==> config.mk <==
export PLATFORM = sky130hd
export DESIGN_NAME = control_breakpoint_ramp_core
export DESIGN_NICKNAME = d
export VERILOG_FILES = /design/src/rtl/cbr_pkg.sv /design/src/rtl/cbr_ram.sv /design/src/rtl/control_breakpoint_ramp_core.sv
export SDC_FILE = /design/constraint.sdc
export NUM_CORES = 2
export LEC_CHECK = 0
export ABC_CLOCK_PERIOD_IN_PS = 7800
export BUFFER_PORTS_ARGS = -buffer_cell sky130_fd_sc_hd__buf_4
export CORE_ASPECT_RATIO = 1.1
export CORE_UTILIZATION = 33
export CTS_BUF_LIST = sky130_fd_sc_hd__clkbuf_4 sky130_fd_sc_hd__clkbuf_8 sky130_fd_sc_hd__clkbuf_16
export DETAILED_ROUTE_END_ITERATION = 8
export SYNTH_ARGS = -nofsm -noshare
export SYNTH_HDL_FRONTEND = slang
export SYNTH_SLANG_ARGS = --single-unit
export TNS_END_PERCENT = 5
==> constraint.sdc <==
create_clock -name aclk -period 7.8 [get_ports aclk]
set_clock_uncertainty 0.2 [all_clocks]
set_input_delay 0 -clock aclk [delete_from_list [all_inputs] [get_ports aclk]]
set_output_delay 0 -clock aclk [all_outputs]
set_load 0.005 [all_outputs]
==> src/rtl/cbr_pkg.sv <==
package cbr_pkg;

    // field widths
    localparam int FRAME_W  = 12;
    localparam int LEVEL_W  = 16;
    localparam int CARRY_W  = 14;
    localparam int CALC_W   = 15;                   // signed frame arithmetic
    localparam int SPAN_W   = 14;                   // positive frame distance
    localparam int DIFF_W   = LEVEL_W + 1;          // level difference
    localparam int PROD_W   = SPAN_W + LEVEL_W;     // dividend of the ramp
    localparam int DIV_CNT_W = $clog2(PROD_W);

    // stream widths
    localparam int S_TDATA_W = 32;
    localparam int M_TDATA_W = 16;

    // configuration port
    localparam int CFG_IDX_W   = 1;
    localparam int CFG_DATA_W  = 16;
    localparam int CFG_FRAMES_W = 13;
    localparam logic [CFG_IDX_W-1:0] CFG_FRAMES_PER_BUFFER = 1'd0;
    localparam logic [CFG_IDX_W-1:0] CFG_INITIAL_LEVEL     = 1'd1;
    localparam logic [CFG_FRAMES_W-1:0] FRAMES_RESET = 13'd256;
    localparam logic signed [LEVEL_W-1:0] INITIAL_LEVEL_RESET = 16'sd0;

    // lowest frame a carried breakpoint may take
    localparam logic signed [CARRY_W-1:0] CARRY_FLOOR = -14'sd4096;

    // parameter defaults
    localparam int MAX_BREAKPOINTS_DEF = 64;
    localparam int MAX_FRAMES_DEF      = 4096;

    // operation codes
    localparam logic OP_BREAKPOINT = 1'b0;
    localparam logic OP_TICK       = 1'b1;

    typedef struct packed {
        logic signed [LEVEL_W-1:0] level;
        logic [FRAME_W-1:0]        frame;
    } bp_entry_t;

    localparam int BP_W = $bits(bp_entry_t);

    typedef enum logic [3:0] {
        ST_IDLE,
        ST_WALK_RD,
        ST_WALK_CHK,
        ST_PREV,
        ST_EVAL,
        ST_MUL,
        ST_DIV,
        ST_ADD,
        ST_FINISH
    } cbr_state_t;

endpackage

==> src/rtl/cbr_ram.sv <==
module cbr_ram #(
    parameter int WIDTH = cbr_pkg::BP_W,
    parameter int DEPTH = cbr_pkg::MAX_BREAKPOINTS_DEF
) (
    input  logic                     clk,
    input  logic                     we,
    input  logic [$clog2(DEPTH)-1:0] waddr,
    input  logic [WIDTH-1:0]         wdata,
    input  logic [$clog2(DEPTH)-1:0] raddr,
    output logic [WIDTH-1:0]         rdata
);

    logic [WIDTH-1:0] mem_reg [DEPTH];
    logic [WIDTH-1:0] rdata_reg;

    always_ff @(posedge clk) begin
        if (we) begin
            mem_reg[waddr] <= wdata;
        end
        rdata_reg <= mem_reg[raddr];
    end

    assign rdata = rdata_reg;

endmodule

==> src/rtl/control_breakpoint_ramp_core.sv <==
// Control lane ramp: turns timed breakpoints into one level per sample tick.
// An input word with s_tuser low stores a breakpoint (frame, level) for the
// current buffer; breakpoints must arrive in ascending frame order ahead of
// the ticks they shape, and those past the store capacity are dropped. An
// input word with s_tuser high is a sample tick and yields one output word:
// the level ramped linearly between the previous and the next breakpoint,
// the quotient truncated toward zero, held after the last breakpoint, with
// m_tlast set on the last tick of the buffer. At the end of a buffer the
// last breakpoint carries over as the start of the next ramp, its frame
// moved back by the buffer length and floored at -4096.
// A breakpoint is stored without leaving the idle state. A tick first
// steps the segment pointer over every stored breakpoint that lies before
// it; past the last one it holds the last level, on a segment end or on
// or before a segment start it takes that breakpoint's level, and else it
// interpolates: the ramp division runs one quotient bit per cycle, 30 bits,
// through a single shared subtract-and-compare stage. The block takes no new
// word while a tick is in flight; a finished level waits in the output
// register. Configuration writes are always taken, and are meant to be
// issued only while the block is idle. The initial_level index has no
// register behind it: the carried level resets to a package constant, so
// writes to it have no visible effect.
module control_breakpoint_ramp_core #(
    parameter int MAX_BREAKPOINTS = cbr_pkg::MAX_BREAKPOINTS_DEF,
    parameter int MAX_FRAMES      = cbr_pkg::MAX_FRAMES_DEF
) (
    input  logic                             aclk,
    input  logic                             aresetn,
    // input stream
    input  logic                             s_tvalid,
    output logic                             s_tready,
    input  logic [cbr_pkg::S_TDATA_W-1:0]    s_tdata,   // frame [11:0], target_level [27:12]
    input  logic                             s_tuser,   // operation
    // result stream
    output logic                             m_tvalid,
    input  logic                             m_tready,
    output logic [cbr_pkg::M_TDATA_W-1:0]    m_tdata,   // level [15:0]
    output logic                             m_tlast,   // end_of_buffer
    // configuration write channel
    input  logic                             cfg_valid,
    output logic                             cfg_ready,
    input  logic [cbr_pkg::CFG_IDX_W-1:0]    cfg_index,
    input  logic [cbr_pkg::CFG_DATA_W-1:0]   cfg_data
);

    localparam int AW     = $clog2(MAX_BREAKPOINTS);
    localparam int CW     = $clog2(MAX_BREAKPOINTS + 1);
    localparam int TICK_W = $clog2(MAX_FRAMES);
    localparam int LEN_W  = $clog2(MAX_FRAMES + 1);

    localparam int FRAME_W  = cbr_pkg::FRAME_W;
    localparam int LEVEL_W  = cbr_pkg::LEVEL_W;
    localparam int CARRY_W  = cbr_pkg::CARRY_W;
    localparam int CALC_W   = cbr_pkg::CALC_W;
    localparam int SPAN_W   = cbr_pkg::SPAN_W;
    localparam int DIFF_W   = cbr_pkg::DIFF_W;
    localparam int PROD_W   = cbr_pkg::PROD_W;
    localparam int DIV_CNT_W = cbr_pkg::DIV_CNT_W;

    // sequencer
    cbr_pkg::cbr_state_t state_reg, state_next;

    // configuration
    logic [cbr_pkg::CFG_FRAMES_W-1:0] fpb_reg, fpb_next;

    // lane state
    logic [CW-1:0]                count_reg, count_next;
    logic [CW-1:0]                ptr_reg, ptr_next;
    logic [TICK_W-1:0]            tick_reg, tick_next;
    logic signed [CARRY_W-1:0]    carry_frame_reg, carry_frame_next;
    logic signed [LEVEL_W-1:0]    carry_level_reg, carry_level_next;
    cbr_pkg::bp_entry_t           last_bp_reg, last_bp_next;

    // segment endpoints and ramp operands
    logic [FRAME_W-1:0]           nf_reg, nf_next;
    logic signed [LEVEL_W-1:0]    nv_reg, nv_next;
    logic signed [CARRY_W-1:0]    pf_reg, pf_next;
    logic signed [LEVEL_W-1:0]    pv_reg, pv_next;
    logic [SPAN_W-1:0]            span_reg, span_next;
    logic [SPAN_W-1:0]            dt_reg, dt_next;
    logic [LEVEL_W-1:0]           dv_mag_reg, dv_mag_next;
    logic                         neg_reg, neg_next;

    // divider
    logic [PROD_W-1:0]            quo_reg, quo_next;
    logic [SPAN_W-1:0]            rem_reg, rem_next;
    logic [DIV_CNT_W-1:0]         div_cnt_reg, div_cnt_next;

    // result
    logic signed [LEVEL_W-1:0]    res_reg, res_next;
    logic                         m_valid_reg, m_valid_next;
    logic [LEVEL_W-1:0]           m_level_reg, m_level_next;
    logic                         m_last_reg, m_last_next;

    // breakpoint store
    logic                         ram_we;
    logic [AW-1:0]                ram_waddr;
    logic [AW-1:0]                ram_raddr;
    logic [cbr_pkg::BP_W-1:0]     ram_rdata;
    cbr_pkg::bp_entry_t           in_entry;
    cbr_pkg::bp_entry_t           rd_entry;

    // helpers
    logic                         in_fire;
    logic                         store_full;
    logic [CW-1:0]                ptr_m1;
    logic [LEN_W-1:0]             buf_len;
    logic                         last_tick;
    logic                         out_free;
    logic                         rd_before_tick;
    logic                         walk_more;
    logic signed [CALC_W-1:0]     tick_s;
    logic signed [CALC_W-1:0]     nf_s;
    logic signed [CALC_W-1:0]     pf_s;
    logic signed [CALC_W-1:0]     span_full;
    logic signed [CALC_W-1:0]     dt_full;
    logic signed [DIFF_W-1:0]     dv;
    logic [PROD_W-1:0]            product;
    logic [SPAN_W:0]              rem_sh;
    logic [SPAN_W:0]              rem_sub;
    logic                         quo_bit;
    logic signed [DIFF_W-1:0]     q_s;
    logic signed [DIFF_W-1:0]     ramp_sum;
    logic signed [CALC_W-1:0]     carry_base;
    logic signed [CALC_W-1:0]     carry_diff;
    logic signed [CARRY_W-1:0]    carry_sat;

    assign cfg_ready = 1'b1;
    assign s_tready  = (state_reg == cbr_pkg::ST_IDLE);
    assign in_fire   = s_tvalid && s_tready;

    // level above frame, as packed on the input word
    assign in_entry = cbr_pkg::bp_entry_t'(s_tdata[cbr_pkg::BP_W-1:0]);
    assign rd_entry = cbr_pkg::bp_entry_t'(ram_rdata);

    assign store_full = (count_reg >= CW'(MAX_BREAKPOINTS));
    assign ram_we     = in_fire && (s_tuser == cbr_pkg::OP_BREAKPOINT) && !store_full;
    assign ram_waddr  = count_reg[AW-1:0];
    assign ptr_m1     = ptr_reg - 1'b1;

    // walk reads the pointed entry, then the entry before it
    assign ram_raddr = (state_reg == cbr_pkg::ST_WALK_CHK) ? ptr_m1[AW-1:0] : ptr_reg[AW-1:0];

    cbr_ram #(
        .WIDTH (cbr_pkg::BP_W),
        .DEPTH (MAX_BREAKPOINTS)
    ) u_store (
        .clk   (aclk),
        .we    (ram_we),
        .waddr (ram_waddr),
        .wdata (in_entry),
        .raddr (ram_raddr),
        .rdata (ram_rdata)
    );

    // buffer length, clamped to 1..MAX_FRAMES
    always_comb begin
        if (fpb_reg == '0) begin
            buf_len = LEN_W'(1);
        end else if (int'(fpb_reg) > MAX_FRAMES) begin
            buf_len = LEN_W'(MAX_FRAMES);
        end else begin
            buf_len = LEN_W'(fpb_reg);
        end
    end

    assign last_tick = (({1'b0, tick_reg} + 1'b1) >= (TICK_W + 1)'(buf_len));
    assign out_free  = !m_valid_reg || m_tready;

    // signed frame domain
    assign tick_s    = $signed(CALC_W'(tick_reg));
    assign nf_s      = $signed(CALC_W'(nf_reg));
    assign pf_s      = CALC_W'(pf_reg);
    assign span_full = nf_s - pf_s;
    assign dt_full   = tick_s - pf_s;
    assign dv        = DIFF_W'(nv_reg) - DIFF_W'(pv_reg);

    assign walk_more      = (ptr_reg < count_reg);
    assign rd_before_tick = (CALC_W'(rd_entry.frame) < CALC_W'(tick_reg));

    // shared multiply and restoring divide step
    assign product = dt_reg * dv_mag_reg;
    assign rem_sh  = {rem_reg, quo_reg[PROD_W-1]};
    assign rem_sub = rem_sh - {1'b0, span_reg};
    assign quo_bit = (rem_sh >= {1'b0, span_reg});

    // quotient magnitude never exceeds the level difference
    assign q_s      = $signed({1'b0, quo_reg[LEVEL_W-1:0]});
    assign ramp_sum = DIFF_W'(pv_reg) + (neg_reg ? -q_s : q_s);

    // carried breakpoint frame at the end of a buffer
    assign carry_base = (count_reg != '0) ? $signed(CALC_W'(last_bp_reg.frame))
                                          : CALC_W'(carry_frame_reg);
    assign carry_diff = carry_base - $signed(CALC_W'(buf_len));
    assign carry_sat  = (carry_diff < CALC_W'(cbr_pkg::CARRY_FLOOR)) ? cbr_pkg::CARRY_FLOOR
                                                                  : carry_diff[CARRY_W-1:0];

    // next state
    always_comb begin
        state_next = state_reg;
        case (state_reg)
            cbr_pkg::ST_IDLE: begin
                if (in_fire && (s_tuser == cbr_pkg::OP_TICK)) begin
                    state_next = cbr_pkg::ST_WALK_RD;
                end
            end
            cbr_pkg::ST_WALK_RD: begin
                state_next = walk_more ? cbr_pkg::ST_WALK_CHK : cbr_pkg::ST_FINISH;
            end
            cbr_pkg::ST_WALK_CHK: begin
                if (rd_before_tick) begin
                    state_next = cbr_pkg::ST_WALK_RD;
                end else if (ptr_reg == '0) begin
                    state_next = cbr_pkg::ST_EVAL;
                end else begin
                    state_next = cbr_pkg::ST_PREV;
                end
            end
            cbr_pkg::ST_PREV: begin
                state_next = cbr_pkg::ST_EVAL;
            end
            cbr_pkg::ST_EVAL: begin
                if ((CALC_W'(tick_reg) >= CALC_W'(nf_reg)) || (tick_s <= pf_s)) begin
                    state_next = cbr_pkg::ST_FINISH;
                end else begin
                    state_next = cbr_pkg::ST_MUL;
                end
            end
            cbr_pkg::ST_MUL: begin
                state_next = cbr_pkg::ST_DIV;
            end
            cbr_pkg::ST_DIV: begin
                if (div_cnt_reg == '0) begin
                    state_next = cbr_pkg::ST_ADD;
                end
            end
            cbr_pkg::ST_ADD: begin
                state_next = cbr_pkg::ST_FINISH;
            end
            cbr_pkg::ST_FINISH: begin
                if (out_free) begin
                    state_next = cbr_pkg::ST_IDLE;
                end
            end
            default: begin
                state_next = cbr_pkg::ST_IDLE;
            end
        endcase
    end

    // datapath and outputs
    always_comb begin
        fpb_next         = fpb_reg;
        count_next       = count_reg;
        ptr_next         = ptr_reg;
        tick_next        = tick_reg;
        carry_frame_next = carry_frame_reg;
        carry_level_next = carry_level_reg;
        last_bp_next     = last_bp_reg;
        nf_next          = nf_reg;
        nv_next          = nv_reg;
        pf_next          = pf_reg;
        pv_next          = pv_reg;
        span_next        = span_reg;
        dt_next          = dt_reg;
        dv_mag_next      = dv_mag_reg;
        neg_next         = neg_reg;
        quo_next         = quo_reg;
        rem_next         = rem_reg;
        div_cnt_next     = div_cnt_reg;
        res_next         = res_reg;
        m_valid_next     = m_valid_reg;
        m_level_next     = m_level_reg;
        m_last_next      = m_last_reg;

        if (m_valid_reg && m_tready) begin
            m_valid_next = 1'b0;
        end

        if (cfg_valid && (cfg_index == cbr_pkg::CFG_FRAMES_PER_BUFFER)) begin
            fpb_next = cfg_data[cbr_pkg::CFG_FRAMES_W-1:0];
        end

        case (state_reg)
            cbr_pkg::ST_IDLE: begin
                if (ram_we) begin
                    count_next   = count_reg + 1'b1;
                    last_bp_next = in_entry;
                end
            end
            cbr_pkg::ST_WALK_RD: begin
                // past every stored breakpoint: hold the last level
                if (!walk_more) begin
                    res_next = (count_reg == '0) ? carry_level_reg : last_bp_reg.level;
                end
            end
            cbr_pkg::ST_WALK_CHK: begin
                if (rd_before_tick) begin
                    ptr_next = ptr_reg + 1'b1;
                end else begin
                    nf_next = rd_entry.frame;
                    nv_next = rd_entry.level;
                    // first segment starts at the carried breakpoint
                    pf_next = carry_frame_reg;
                    pv_next = carry_level_reg;
                end
            end
            cbr_pkg::ST_PREV: begin
                pf_next = CARRY_W'(rd_entry.frame);
                pv_next = rd_entry.level;
            end
            cbr_pkg::ST_EVAL: begin
                if (CALC_W'(tick_reg) >= CALC_W'(nf_reg)) begin
                    res_next = nv_reg;
                end else if (tick_s <= pf_s) begin
                    res_next = pv_reg;
                end
                span_next   = span_full[SPAN_W-1:0];
                dt_next     = dt_full[SPAN_W-1:0];
                neg_next    = dv[DIFF_W-1];
                dv_mag_next = dv[DIFF_W-1] ? LEVEL_W'(-dv) : dv[LEVEL_W-1:0];
            end
            cbr_pkg::ST_MUL: begin
                quo_next     = product;
                rem_next     = '0;
                div_cnt_next = DIV_CNT_W'(PROD_W - 1);
            end
            cbr_pkg::ST_DIV: begin
                rem_next     = quo_bit ? rem_sub[SPAN_W-1:0] : rem_sh[SPAN_W-1:0];
                quo_next     = {quo_reg[PROD_W-2:0], quo_bit};
                div_cnt_next = div_cnt_reg - 1'b1;
            end
            cbr_pkg::ST_ADD: begin
                res_next = ramp_sum[LEVEL_W-1:0];
            end
            cbr_pkg::ST_FINISH: begin
                if (out_free) begin
                    m_valid_next = 1'b1;
                    m_level_next = res_reg;
                    m_last_next  = last_tick;
                    if (last_tick) begin
                        // carry the last breakpoint into the next buffer
                        if (count_reg != '0) begin
                            carry_level_next = last_bp_reg.level;
                        end
                        carry_frame_next = carry_sat;
                        count_next       = '0;
                        ptr_next         = '0;
                        tick_next        = '0;
                    end else begin
                        tick_next = tick_reg + 1'b1;
                    end
                end
            end
            default: begin
            end
        endcase
    end

    always_ff @(posedge aclk) begin
        if (!aresetn) begin
            state_reg       <= cbr_pkg::ST_IDLE;
            fpb_reg         <= cbr_pkg::FRAMES_RESET;
            count_reg       <= '0;
            ptr_reg         <= '0;
            tick_reg        <= '0;
            carry_frame_reg <= '0;
            carry_level_reg <= cbr_pkg::INITIAL_LEVEL_RESET;
            div_cnt_reg     <= '0;
            m_valid_reg     <= 1'b0;
        end else begin
            state_reg       <= state_next;
            fpb_reg         <= fpb_next;
            count_reg       <= count_next;
            ptr_reg         <= ptr_next;
            tick_reg        <= tick_next;
            carry_frame_reg <= carry_frame_next;
            carry_level_reg <= carry_level_next;
            div_cnt_reg     <= div_cnt_next;
            m_valid_reg     <= m_valid_next;
        end
    end

    // payload registers
    always_ff @(posedge aclk) begin
        last_bp_reg <= last_bp_next;
        nf_reg      <= nf_next;
        nv_reg      <= nv_next;
        pf_reg      <= pf_next;
        pv_reg      <= pv_next;
        span_reg    <= span_next;
        dt_reg      <= dt_next;
        dv_mag_reg  <= dv_mag_next;
        neg_reg     <= neg_next;
        quo_reg     <= quo_next;
        rem_reg     <= rem_next;
        res_reg     <= res_next;
        m_level_reg <= m_level_next;
        m_last_reg  <= m_last_next;
    end

    assign m_tvalid = m_valid_reg;
    assign m_tdata  = cbr_pkg::M_TDATA_W'(m_level_reg);
    assign m_tlast  = m_last_reg;

endmodule

==> run_results.csv <==
group,metric,value,unit
route,vias_per_cell,5.15,
timing,maxSlewHeadroom,0.198,
clock_tree,numCtsBuffers,206,
floorplan,ios,75,
clock_tree,cts_resized,0,
route,ant_nets,0,
clock_tree,htree_levels,4,
worst_setup_path,slowest_delay,0.54,ns
floorplan,rows,203,
route,wl_per_cell,24.4,um
power,p_sw,4990,uW
synth,synth_nets,5625,
power,combPwrFrac,0.044,
finish,nFillCells,25300,
grt,grtUsageTotal,0.160,
power,p_sw_frac,0.214,
clock_tree,cts_buffer_depth,3,
timing,max_freq,0.142,GHz
hold_path,hold_depth,2,
timing,period_share,0.905,
place,placed_area,98600,um^2
power,power_density,220,nW/um^2
synth,synth_warnings,0,
finish,nets,5888,
run_status,status,"finished, final reports clean",
synth,ys.flop_type,"edfxtp_1",
synth,synth-edff-count,2000,
finish,areaGrowthSynthToFinish,14.6,%
clock_tree,cts_setup_buffers,0,
timing,setup_viol,0,
route,drtPass1Iterations,8,
worst_setup_path,start_kind,"flop",
place,dp_hpwl,137,mm
worst_setup_path,cp.arrival,7.45,ns
timing,holdWs,0.0501,ns
worst_setup_path,rr_worst_depth,22,
power,power_frac_seq,0.533,
finish,fin_area,106000,um^2
clock_tree,cts_root_buffer,"clkbuf_16",
clock_tree,cts.sinks,2107,
place,port_buffers,66,
finish,largest_register_ffs,1792,
grt,grt_overflow_total,0,
grt,grt_pass1_wl,336,mm
grt,grt_start_max_net_pins,130,
synth,synthCells,5171,
route,wl,227,mm
floorplan,dieArea,283000,um^2
hold_path,hold_class,"primary input to flop",
clock_tree,worst_skew_pair.late_latency,0.88,ns
timing,rsz0062_at_grt,"no",
clock_tree,clk_pin_slew,0.06,ns
grt,antenna_found_initial,22,
finish,layout-drive-gt1-share,0.218,
power,leakage,0.0365,uW
timing,finalHoldViolations,0,
power,power.internal,18400,uW
timing,fin_setup_tns,0,ns
floorplan,die_h,558,um
timing,finalCriticalPeriod,7.06,ns
power,clockPowerShare,0.423,
timing,worst_pin_slew,1.20,ns
run,drv_cap,0,
synth,async_flop_share,0,
synth,ys_types,75,
place,globalplace.congestion,0.842,
route,first_iter_violations,4162,
route,vias,47900,
worst_setup_path,critical_path.endpoint_type,"flop",
synth,syn_area,92800,um^2
route,drc,0,
timing,maxSlewViolCount,0,
synth,synth.yosys.seq_area_share,0.670,
worst_setup_path,worst-setup-path-type,"flop to flop",
worst_setup_path,crit_slowest_cell,"fa_1",
floorplan,core_area,279000,um^2
floorplan,dieWidth,508,um
worst_setup_path,worstPathMaxFanout,11,
worst_setup_path,required,8.19,ns
clock_tree,cts-hold-fix-buffers,99,
power,vdd_drop_max,187,uV
worst_setup_path,cp_common_cell,"fa_1",
worst_setup_path,critical_path.cell_chain,"buf_4 -> and2_1 -> fa_1 -> inv_1 -> fa_1 -> inv_1 -> fa_1 -> fa_1 -> fa_1 -> inv_1 -> fa_1 -> inv_1 -> ha_1 -> a21o_1 -> a21oi_1 -> o21ai_0 -> a31oi_1 -> o21ai_0 -> or4_1 -> a31oi_1 -> xor2_1 -> o21ai_0",
synth,synth_area_per_cell,18.0,um^2
synth,synth-seq-cells,2107,
grt,first_global_vias,49900,
clock_tree,cts_tree,"yes",
floorplan,start_util,0.333,
stage by stage:
stage	setup WS, ns	cells	total power (uW)	utilization
3_5_place_dp	0.718	8817	13700	0.354
6_report	0.743	9301	23400	0.381
4_1_cts	0.687	9293	23600	0.381
2_1_floorplan	1.45	5171	13300	-
5_1_grt	0.382	9297	24100	0.381
3_3_place_gp	0.736	8817	13700	0.354
critical path, delay by kind of cell (launching register included):
family	cells	cell delay, ns
flip-flops	1	0.51
buffers and inverters	5	0.45
XOR/XNOR	1	0.16
adder cells (fa/ha/maj)	7	3.33
AND/OR/NAND/NOR	2	0.69
AO/OA/AOI/OAI	7	1.44
logic make-up (layout without fill, tap and decap cells):
kind of cell,Yosys count,in the layout,synth area share
compound gates,444,444,0.0307
xor+xnor,142,142,0.0135
fa+ha+maj,399,399,0.0676
buf+inv,536,968,0.0225
flops,2107,2107,0.670
mux,662,662,0.151
other cells,1,9,0.0000404
simple gates,880,880,0.0447
per-layer routing:
metal | GRT usage | up-vias | share of wire | wire [um]
met5 | 0 | - | 0.000057 | 13
met4 | 0.0378 | 2 | 0.020 | 4480
met3 | 0.0231 | 300 | 0.050 | 11400
met2 | 0.281 | 1296 | 0.51 | 116000
met1 | 0.208 | 25600 | 0.42 | 94900
li1 | - | 20800 | - | -
power by group through the flow:
stage | clock network (uW) | logic, uW | registers [uW]
final | 9890 | 1020 | 12500
after global routing | 10500 | 1120 | 12500
after CTS | 10100 | 1030 | 12500
after detailed placement | 0 | 977 | 12700
after global placement | 0 | 956 | 12700
after floorplan | 0 | 592 | 12700
path summary, 6_finish.rpt:
check,from,to,slack (ns)
min reg2reg,res_reg[4],m_tdata[4],0.22
max,dv_mag_reg[5],quo_reg[22],0.74
min,s_tdata[8],u_store.mem_reg[32][8],0.05
max reg2reg,dv_mag_reg[5],quo_reg[22],0.74
placed cells by master, fill, tap and decap left out, types with 19 or more instances in the layout:
cell	instances
clkbuf_16	211
nor3_1	31
mux4_2	588
clkinv_2	39
nand2_1	336
a21o_1	55
xor2_1	42
nor2_1	133
and2_1	110
dlygate4sd3_1	98
fa_1	171
o21ai_0	94
buf_4	168
mux2_2	29
clkbuf_4	44
clkinv_1	39
nand3_1	47
xnor2_1	95
inv_1	310
a21oi_1	131
nand2b_1	27
o21a_1	20
ha_1	228
edfxtp_1	2000
or3_1	19
nor2b_1	24
nand4_1	25
nor2_4	62
dfxtp_1	107
mux2i_1	45
cells in the mapped netlist (all sizes together) (6+ instances only):
cell type / n / area (um^2)
fa: 171 / 3420
a21boi: 8 / 60.1
xor2: 44 / 385
a31oi: 17 / 106
a211o: 6 / 52.6
a21o: 55 / 413
nand4: 25 / 156
o31ai: 15 / 113
o41ai: 10 / 87.6
or3: 19 / 119
mux2i: 45 / 450
nor3: 33 / 165
and2: 110 / 688
xnor2: 98 / 866
inv: 314 / 1180
o21ai: 96 / 480
a21oi: 132 / 661
nor2b: 25 / 156
o221ai: 14 / 123
dfxtp: 107 / 2140
and3: 18 / 113
clkbuf: 140 / 526
mux4: 588 / 13200
buf: 82 / 384
nand3: 47 / 235
o21a: 20 / 150
nand2b: 27 / 169
ha: 228 / 2850
nor2: 197 / 742
o21bai: 6 / 45.0
a211oi: 11 / 82.6
nor3b: 6 / 45.0
mux2: 29 / 327
a22o: 10 / 87.6
nor4: 10 / 68.8
edfxtp: 2000 / 60100
o211ai: 8 / 60.1
nand2: 336 / 1260
final cells by class:
cell class / instances / area, um^2 / area share
repair buffers: 277 / 2460 / 0.0231
clock buffers: 264 / 5730 / 0.0539
diodes: 8 / 20.0 / 0.000188
well taps: 3690 / 4620 / 0.0434
inverters: 314 / 1180 / 0.0111
multi-input cells: 2528 / 29100 / 0.274
clock inverters: 113 / 1040 / 0.00976
flip-flops and latches: 2107 / 62200 / 0.585
Power figures use the tool's default switching activity.
